--- src/rtl/core/prfirst_pkg.sv ---
`default_nettype none

package prfirst_pkg;

  localparam int unsigned HandleW = 16;
  localparam int unsigned CapW    = 32;

  localparam logic [CapW-1:0] MinCapacity = 32'd64;
  localparam logic [CapW-1:0] MaxCapacity = 32'h8000_0000;

  typedef enum logic {
    REQ_RECLAIM = 1'b0,
    REQ_GET     = 1'b1
  } req_type_e;

  typedef enum logic [2:0] {
    ST_HIT      = 3'd0,
    ST_MISS     = 3'd1,
    ST_STORED   = 3'd2,
    ST_REPLACED = 3'd3,
    ST_DROPPED  = 3'd4
  } status_e;

  typedef enum logic [1:0] {
    FSM_IDLE,
    FSM_SCAN,
    FSM_SHIFT,
    FSM_DONE
  } fsm_e;

  typedef struct packed {
    req_type_e         req_type;
    logic [HandleW-1:0] pool_handle;
    logic [CapW-1:0]    capacity_value;
  } req_t;

  typedef struct packed {
    status_e            status;
    logic [HandleW-1:0] out_handle;
    logic [CapW-1:0]    out_capacity;
  } rsp_t;

  // next power of two at or above the request, floor 64, saturating at 2^31
  function automatic logic [CapW-1:0] round_capacity(logic [CapW-1:0] cap);
    logic [CapW-1:0] v;
    logic [CapW-1:0] x;
    v = (cap > MaxCapacity) ? MaxCapacity : cap;
    x = v - 32'd1;
    x = x | (x >> 1);
    x = x | (x >> 2);
    x = x | (x >> 4);
    x = x | (x >> 8);
    x = x | (x >> 16);
    return (v <= MinCapacity) ? MinCapacity : (x + 32'd1);
  endfunction

endpackage

`default_nettype wire

--- src/rtl/core/pool_recycler_first_fit.sv ---
// Recycled pool list, first-fit reuse.
// Input channel (in_valid_i / in_stall_o / in_data_i) takes one request word:
// a reclaim (store a pool handle and its capacity) or a get (ask for a pool
// of at least a minimum capacity). Output channel (out_valid_o / out_stall_i /
// out_data_o) returns exactly one result word per request.
// The list lives in one synchronous RAM of LIST_DEPTH entries, read one entry
// per cycle. A reclaim into a list that is not full is written at acceptance
// and its result goes through the done state to the output register. A get or
// a reclaim into a full list walks the list from the front, one entry per
// cycle; a get hit then closes up the list, one entry per cycle.
// One request is worked on at a time; a new one is accepted while the
// previous result still waits in the output register.
// Reset empties the list (entry count to zero) and drops any pending result;
// there is no clearing pass. A stalled receiver holds the result word, and
// the block waits with the next result until the register is free.
`default_nettype none

module pool_recycler_first_fit #(
  parameter int unsigned LIST_DEPTH  = 32,
  parameter int unsigned HANDLE_BITS = 16
) (
  input  wire logic               clk_i,
  input  wire logic               rst_ni,
  input  wire logic               in_valid_i,
  output logic                    in_stall_o,
  input  wire prfirst_pkg::req_t  in_data_i,
  output logic                    out_valid_o,
  input  wire logic               out_stall_i,
  output prfirst_pkg::rsp_t       out_data_o
);

  localparam int unsigned HB = (HANDLE_BITS < prfirst_pkg::HandleW) ?
                               HANDLE_BITS : prfirst_pkg::HandleW;
  localparam int unsigned EW = HB + prfirst_pkg::CapW;
  localparam int unsigned IW = (LIST_DEPTH > 1) ? $clog2(LIST_DEPTH) : 1;
  localparam int unsigned CW = $clog2(LIST_DEPTH + 1);

  prfirst_pkg::fsm_e state_q, state_d;
  logic [CW-1:0] count_q, count_d;
  logic [CW-1:0] ra_q, ra_d;
  logic          ck_vld_q, ck_vld_d;
  logic [IW-1:0] ck_idx_q, ck_idx_d;
  logic [IW-1:0] wp_q, wp_d;

  prfirst_pkg::req_type_e type_q, type_d;
  logic [HB-1:0]                  handle_q, handle_d;
  logic [prfirst_pkg::CapW-1:0]   key_q, key_d;
  prfirst_pkg::rsp_t              res_q, res_d;
  logic                           out_valid_q, out_valid_d;
  prfirst_pkg::rsp_t              out_q, out_d;

  // list RAM
  logic [EW-1:0] mem [LIST_DEPTH];
  logic [EW-1:0] rdata_q;
  logic          re, we;
  logic [IW-1:0] rd_addr, wa;
  logic [EW-1:0] wd;

  logic [prfirst_pkg::CapW-1:0] rd_cap;
  logic [HB-1:0]                rd_handle;
  logic                         hit;
  logic                         accept;

  assign rd_cap    = rdata_q[prfirst_pkg::CapW-1:0];
  assign rd_handle = rdata_q[EW-1:prfirst_pkg::CapW];
  assign hit = ck_vld_q && ((type_q == prfirst_pkg::REQ_GET) ? (rd_cap >= key_q)
                                                            : (rd_cap < key_q));

  assign in_stall_o  = (state_q != prfirst_pkg::FSM_IDLE);
  assign accept      = in_valid_i && !in_stall_o;
  assign out_valid_o = out_valid_q;
  assign out_data_o  = out_q;

  always_ff @(posedge clk_i) begin
    if (we) begin
      mem[wa] <= wd;
    end
    if (re) begin
      rdata_q <= mem[rd_addr];
    end
  end

  always_ff @(posedge clk_i or negedge rst_ni) begin
    if (!rst_ni) begin
      state_q     <= prfirst_pkg::FSM_IDLE;
      count_q     <= '0;
      ra_q        <= '0;
      ck_vld_q    <= 1'b0;
      ck_idx_q    <= '0;
      wp_q        <= '0;
      out_valid_q <= 1'b0;
    end else begin
      state_q     <= state_d;
      count_q     <= count_d;
      ra_q        <= ra_d;
      ck_vld_q    <= ck_vld_d;
      ck_idx_q    <= ck_idx_d;
      wp_q        <= wp_d;
      out_valid_q <= out_valid_d;
    end
  end

  always_ff @(posedge clk_i) begin
    type_q   <= type_d;
    handle_q <= handle_d;
    key_q    <= key_d;
    res_q    <= res_d;
    out_q    <= out_d;
  end

  always_comb begin
    state_d     = state_q;
    count_d     = count_q;
    ra_d        = ra_q;
    ck_vld_d    = 1'b0;
    ck_idx_d    = ck_idx_q;
    wp_d        = wp_q;
    type_d      = type_q;
    handle_d    = handle_q;
    key_d       = key_q;
    res_d       = res_q;
    out_valid_d = out_valid_q && out_stall_i;
    out_d       = out_q;
    re          = 1'b0;
    rd_addr     = ra_q[IW-1:0];
    we          = 1'b0;
    wa          = wp_q;
    wd          = {handle_q, key_q};

    unique case (state_q)
      prfirst_pkg::FSM_IDLE: begin
        if (accept) begin
          type_d   = in_data_i.req_type;
          handle_d = in_data_i.pool_handle[HB-1:0];
          key_d    = (in_data_i.req_type == prfirst_pkg::REQ_GET) ?
                     prfirst_pkg::round_capacity(in_data_i.capacity_value) :
                     in_data_i.capacity_value;
          ra_d     = '0;
          if (in_data_i.req_type == prfirst_pkg::REQ_RECLAIM &&
              count_q < CW'(LIST_DEPTH)) begin
            // room left: append at the tail
            we                 = 1'b1;
            wa                 = count_q[IW-1:0];
            wd                 = {in_data_i.pool_handle[HB-1:0],
                                  in_data_i.capacity_value};
            count_d            = count_q + CW'(1);
            res_d.status       = prfirst_pkg::ST_STORED;
            res_d.out_handle   = '0;
            res_d.out_capacity = '0;
            state_d            = prfirst_pkg::FSM_DONE;
          end else begin
            state_d = prfirst_pkg::FSM_SCAN;
          end
        end
      end

      prfirst_pkg::FSM_SCAN: begin
        if (hit) begin
          res_d.out_handle   = prfirst_pkg::HandleW'(rd_handle);
          res_d.out_capacity = rd_cap;
          if (type_q == prfirst_pkg::REQ_GET) begin
            res_d.status = prfirst_pkg::ST_HIT;
            count_d      = count_q - CW'(1);
            wp_d         = ck_idx_q;
            ra_d         = CW'(ck_idx_q) + CW'(1);
            state_d      = prfirst_pkg::FSM_SHIFT;
          end else begin
            res_d.status = prfirst_pkg::ST_REPLACED;
            we           = 1'b1;
            wa           = ck_idx_q;
            state_d      = prfirst_pkg::FSM_DONE;
          end
        end else if (ra_q < count_q) begin
          re       = 1'b1;
          ra_d     = ra_q + CW'(1);
          ck_vld_d = 1'b1;
          ck_idx_d = ra_q[IW-1:0];
        end else if (!ck_vld_q) begin
          // walked the whole list without a match
          if (type_q == prfirst_pkg::REQ_GET) begin
            res_d.status       = prfirst_pkg::ST_MISS;
            res_d.out_handle   = '0;
            res_d.out_capacity = key_q;
          end else begin
            res_d.status       = prfirst_pkg::ST_DROPPED;
            res_d.out_handle   = prfirst_pkg::HandleW'(handle_q);
            res_d.out_capacity = key_q;
          end
          state_d = prfirst_pkg::FSM_DONE;
        end
      end

      prfirst_pkg::FSM_SHIFT: begin
        // close-up: read entry p+1 while writing the entry read before it (entry p) into slot p-1
        if (ck_vld_q) begin
          we   = 1'b1;
          wa   = wp_q;
          wd   = rdata_q;
          wp_d = wp_q + IW'(1);
        end
        if (ra_q <= count_q) begin
          re       = 1'b1;
          ra_d     = ra_q + CW'(1);
          ck_vld_d = 1'b1;
        end else if (!ck_vld_q) begin
          state_d = prfirst_pkg::FSM_DONE;
        end
      end

      prfirst_pkg::FSM_DONE: begin
        if (!out_valid_q || !out_stall_i) begin
          out_valid_d = 1'b1;
          out_d       = res_q;
          state_d     = prfirst_pkg::FSM_IDLE;
        end
      end

      default: begin
        state_d = prfirst_pkg::FSM_IDLE;
      end
    endcase
  end

  a_count_bound: assert property (@(posedge clk_i) disable iff (!rst_ni)
    count_q <= CW'(LIST_DEPTH))
    else $error("entry count above list depth");

  a_count_step: assert property (@(posedge clk_i) disable iff (!rst_ni)
    count_q != $past(count_q) |->
      (count_q == $past(count_q) + CW'(1)) || (count_q == $past(count_q) - CW'(1)))
    else $error("entry count moved by more than one");

  a_shift_write: assert property (@(posedge clk_i) disable iff (!rst_ni)
    (state_q == prfirst_pkg::FSM_SHIFT && we) |-> (CW'(wa) < count_q))
    else $error("close-up write beyond list tail");

  a_result_src: assert property (@(posedge clk_i) disable iff (!rst_ni)
    $rose(out_valid_q) |-> $past(state_q) == prfirst_pkg::FSM_DONE)
    else $error("result word loaded outside done state");

endmodule

`default_nettype wire

--- config.mk ---
export PLATFORM = sky130hd
export DESIGN_NAME = pool_recycler_first_fit
export DESIGN_NICKNAME = d
export VERILOG_FILES = /design/src/rtl/core/prfirst_pkg.sv /design/src/rtl/core/pool_recycler_first_fit.sv
export SDC_FILE = /design/constraint.sdc
export NUM_CORES = 2
export LEC_CHECK = 0
export ABC_AREA = 1
export CORE_ASPECT_RATIO = 1.2
export CORE_MARGIN = 5
export CORE_UTILIZATION = 29
export DETAILED_ROUTE_END_ITERATION = 7
export DONT_BUFFER_PORTS = 1
export GPL_TIMING_DRIVEN = 0
export HOLD_SLACK_MARGIN = 0.06
export SYNTH_ARGS = -nofsm -noshare
export SYNTH_HDL_FRONTEND = slang
export SYNTH_SLANG_ARGS = --single-unit
--- constraint.sdc ---
create_clock -name clk_i -period 16 [get_ports clk_i]
set_input_delay 2.4 -clock clk_i [delete_from_list [all_inputs] [get_ports clk_i]]
set_output_delay 2.4 -clock clk_i [all_outputs]
set_load 0.005 [all_outputs]
==> implementation parameters <==
Parameter                              Value

Power and ir drop
  Sw Share ... 36.39%
  Clock group share of total power ... 26.4%
  Static leakage ... 0.02793 uW
  Seq pwr share ... 42.8%
  Max rail drop VDD ... 0.1410 mV
  Power per Cell Area ... 173.0 nW/um2
  Total net switching power ... 5389 uW
  Internal power contribution ... 9421 uW
  Combinational cell fraction of total power ... 30.8%

Critical path
  Crit Path Max Fanout ... 20
  Endpoint of the worst register-to-register path ... mem[3][43]
  Required time of the critical path ... 16.49 ns
  Startpoint types ... register
  Data arrival at the endpoint of the critical path ... 7.05 ns
  Highest-delay cell along the critical path ... nor2_4
  Number of cells on the worst reg-to-reg path ... 21
  Timing startpoint of the critical path ... key_q[31]
  Kind of cell adding the most delay to the critical path ... simple AND/OR/NAND/NOR gates
  Critical path capture point type ... register
  Crit path kind ... register to register
  Crit-path most repeated cell ... inv_1
  Largest stage delay on the critical path ... 0.92 ns
  Start of the worst register-to-register path ... key_q[31]
  Setup slack of the most critical reg-to-reg path ... 9.44 ns
  Cell Chain, Critical Path ... inv_1, ha_1, nand4_1, nor3_1, inv_1, nor4_1, nand3_1, nand3_1, nand3_1, inv_1, clkbuf_1, buf_1, ha_1, nand2_1, a31oi_1, inv_1, a21oi_1, nand2_1, nor2_4, buf_12, buf_12
  Worst path bufs/invs ... 8

Placed design
  Count of buffers from port buffering ... 0
  Cells after DPL ... 9446
  Instance area after placement ... 80290 um2
  Post-place setup slack ... 8.919 ns
  RD Place Congestion ... 0.9498
  Post-DP HPWL ... 192.6 mm

Layout
  Post-Layout Cell Count ... 9752
  Total of fill cells in the finished design ... 24430
  Final non-filler cell area ... 85580 um2
  Number of nets in the layout ... 6374
  Signed area change from the synthesized netlist to the final layout ... 17.44%
  Fraction of the core area covered by cells at the end of the flow ... 34.24%
  Share of layout cells above drive strength 1 ... 8.378%

Timing
  Final count of negative-setup-slack endpoints ... 0
  Fin crit share ... 41.01%
  Clock Skew ... 0.03732 ns
  Worst relative slew slack ... -2.583%
  Pin slew with the least headroom to its limit ... 1.539 ns
  Achievable clock frequency ... 0.1524 GHz
  Setup slack after layout ... 9.438 ns
  Final Max Slew Viols ... 11
  Final setup TNS ... 0 ns
  Number of failing hold endpoints at the final stage ... 0
  Setup repair after global routing missed its margin ... false
  Tmin final ... 6.562 ns

Drt
  Post-Route WL ... 266.0 mm
  DRT Pass-1 Iters ... 8
  DR vias/cell ... 5.451
  Remaining design rule violation count ... 4
  Final ANT Viol Nets ... 0
  Detailed-route via count ... 53160
  Wire per inst ... 27.27 um
  Drt first-iter violations ... 7043

Hold path
  Worst Hold Class ... register to register
  Terminating pin of the worst hold path ... out_data_o[14]
  Cell depth of the worst min-delay path ... 0
  Hold wc startpoint ... res_q[14]

Yosys
  #FFs+latches synth ... 1761
  Synthesis warning total ... 0
  Mapped Area ... 72870 um2
  Share of synthesized area occupied by flip-flops and latches ... 72.39%
  Cell with the most instances after synthesis ... edfxtp_1
  Top cell type's share of synthesized area ... 71.49%
  Count of flip-flops with a built-in enable after synthesis ... 1735
  Most area-consuming cells after synthesis ... edfxtp_1 71%, o21ai_0 7.2%, nor2_1 5.8%, o22ai_1 4.0%, nand2_1 2.6%
  Yosys cell types ... 55
  Library cell with the largest summed area after synthesis ... edfxtp_1
  Fraction of synthesis flops using an asynchronous set or reset pin ... 1.476%
  Leading register cell type out of synthesis ... edfxtp_1
  Post-Synthesis Mean Instance Area ... 12.23 um2
  Post-Synthesis Cells ... 5957
  Net Count, Synth ... 6065
  Post-synth top cells ... 1735 x edfxtp_1, 1124 x nor2_1, 1044 x o21ai_0

Clock network
  Clock transition at the registers of the reported paths ... 0.06 ns
  Number of levels the H-tree was split into ... 4
  Clock insertion delay at the later pin of the skew report ... 0.83 ns
  Clock tree buffer depth ... 3
  Clock tree from TritonCTS ... done
  Setup Fix Bufs, Post-CTS ... 0
  Clock buffer count from CTS ... 166
  CTS Hold Bufs ... 0
  Number of gates resized after CTS ... 0
  Library cell used as clock root buffer ... clkbuf_16
  Clk sink count ... 1761

Floorplanning
  Number of placement rows ... 201
  Starting utilization of the core area ... 29.15%
  CORE AREA ... 250000 um2
  Die Width ... 467.6 um
  Count of boundary I/O pins ... 106
  Area enclosed by the die boundary ... 261500 um2
  Height of the die ... 559.1 um

Global routing
  Antenna violations before repair ... 19
  First-pass GRT wire length ... 370.8 mm
  Largest net degree at the start of global routing ... 33
  Number of global-route vias before repair ... 51370
  Total congestion overflow ... 0
  Total routing usage reported by global routing ... 19.53%

Status
  Violated checks ... DRC, capacitance limit, slew limit
  Status ... complete, but fails checks

Flow run
  Maximum Capacitance Violations ... 1
## logic make-up (layout without fill, tap and decap cells)
family / count (synthesis) / count (layout) / synth area share [%]
XOR/XNOR: 23 / 23 / 0.2764
adder cells (fa/ha/maj): 55 / 55 / 0.9546
buffers and inverters: 578 / 1019 / 3.066
AND/OR/NAND/NOR: 1838 / 1838 / 10.18
flip-flops: 1761 / 1761 / 72.39
multiplexers: 2 / 2 / 0.02747
AO/OA/AOI/OAI: 1700 / 1700 / 13.10
other: 0 / 5 / 0
## power by group through the flow
stage	Sequential, uW	Combinational (uW)	Clock, uW
floorplan	6440	2040	0
global placement	6600	3810	0
detailed placement	6440	4380	0
CTS	6350	4390	3920
global route	6370	4740	4110
finish	6340	4560	3910
## worst max-delay path by stage
| stage | to | slack (ns) | depth (start not counted) |
|---|---|---|---|
| 2_1_floorplan | res_q[0] | 9.57 | 9 |
| 3_3_place_gp | mem[19][20] | 5.40 | 12 |
| 3_5_place_dp | key_q[24] | 8.92 | 27 |
| 4_1_cts | mem[3][43] | 9.47 | 23 |
| 5_1_grt | mem[3][43] | 9.05 | 23 |
| 6_report | mem[3][43] | 9.44 | 21 |
## sequential cells by signal, summed over array words and instances, names as in the netlist
register,cells
mem,1536
out_data_o,51
res_q,51
rdata_q,48
key_q,32
handle_q,16
count_q,6
ra_q,6
ck_idx_q,5
wp_q,5
state_q,2
ck_vld_q,1
out_valid_o,1
type_q,1
## final cells by class
class	count	area [um2]	share of cell area (%)
sequential	1761	52750	61.64
multi-input combinational	3618	18660	21.80
clock buffer	213	4458	5.209
tap	3349	4190	4.896
timing repair buffer	141	2476	2.893
buffer	384	1508	1.762
clock inverter	87	797.0	0.9313
inverter	194	733.2	0.8567
antenna	5	12.51	0.01462
## worst reg2reg max path: stages (launching register included)
cell      delay [ns]
edfxtp_1        0.42
inv_1           0.15
ha_1            0.35
nand4_1         0.13
nor3_1          0.18
inv_1           0.09
nor4_1          0.29
nand3_1         0.29
nand3_1         0.18
nand3_1         0.21
inv_1           0.16
clkbuf_1        0.45
buf_1           0.41
ha_1            0.25
nand2_1         0.09
a31oi_1         0.21
inv_1           0.07
a21oi_1         0.27
nand2_1         0.56
nor2_4          0.93
buf_12          0.29
buf_12          0.27
## through the flow
step | hold WS, ns | power (uW)
finish | 0.4155 | 14810
global route | 0.4232 | 15210
CTS | 0.4184 | 14660
detailed placement | 0.4045 | 10820
global placement | 0.4008 | 10410
floorplan | 0.4003 | 8478
## routing by layer
layer | vias to the layer above | GRT usage (%) | part of all wire [%]
li1 | 22530 | - | -
met1 | 26250 | 22.98 | 35
met2 | 3529 | 32.52 | 47
met3 | 847 | 4.202 | 10
met4 | 8 | 12.07 | 7.1
met5 | - | 0 | 0.021
## cells in the final DEF, fill, tap and decap left out, types with 6 or more instances in the layout
cell type	instances
a21oi_1	60
buf_1	14
buf_12	76
buf_16	20
buf_4	35
buf_6	8
buf_8	9
bufinv_16	12
clkbuf_1	397
clkbuf_16	172
clkinv_1	38
clkinv_2	24
clkinvlp_4	6
dfrtp_1	26
edfxtp_1	1735
ha_1	54
inv_1	167
inv_2	22
inv_6	8
nand2_1	499
nand2_2	23
nand3_1	113
nand3_2	6
nand4_1	25
nor2_1	1092
nor2_2	9
nor2_4	45
nor3_1	9
o211ai_1	17
o21ai_0	1044
o21bai_1	9
o221ai_4	26
o22ai_1	468
o32ai_1	24
o41ai_1	18
o41ai_2	6
xor2_1	21
Note: power is estimated with default switching activity, not from simulation.
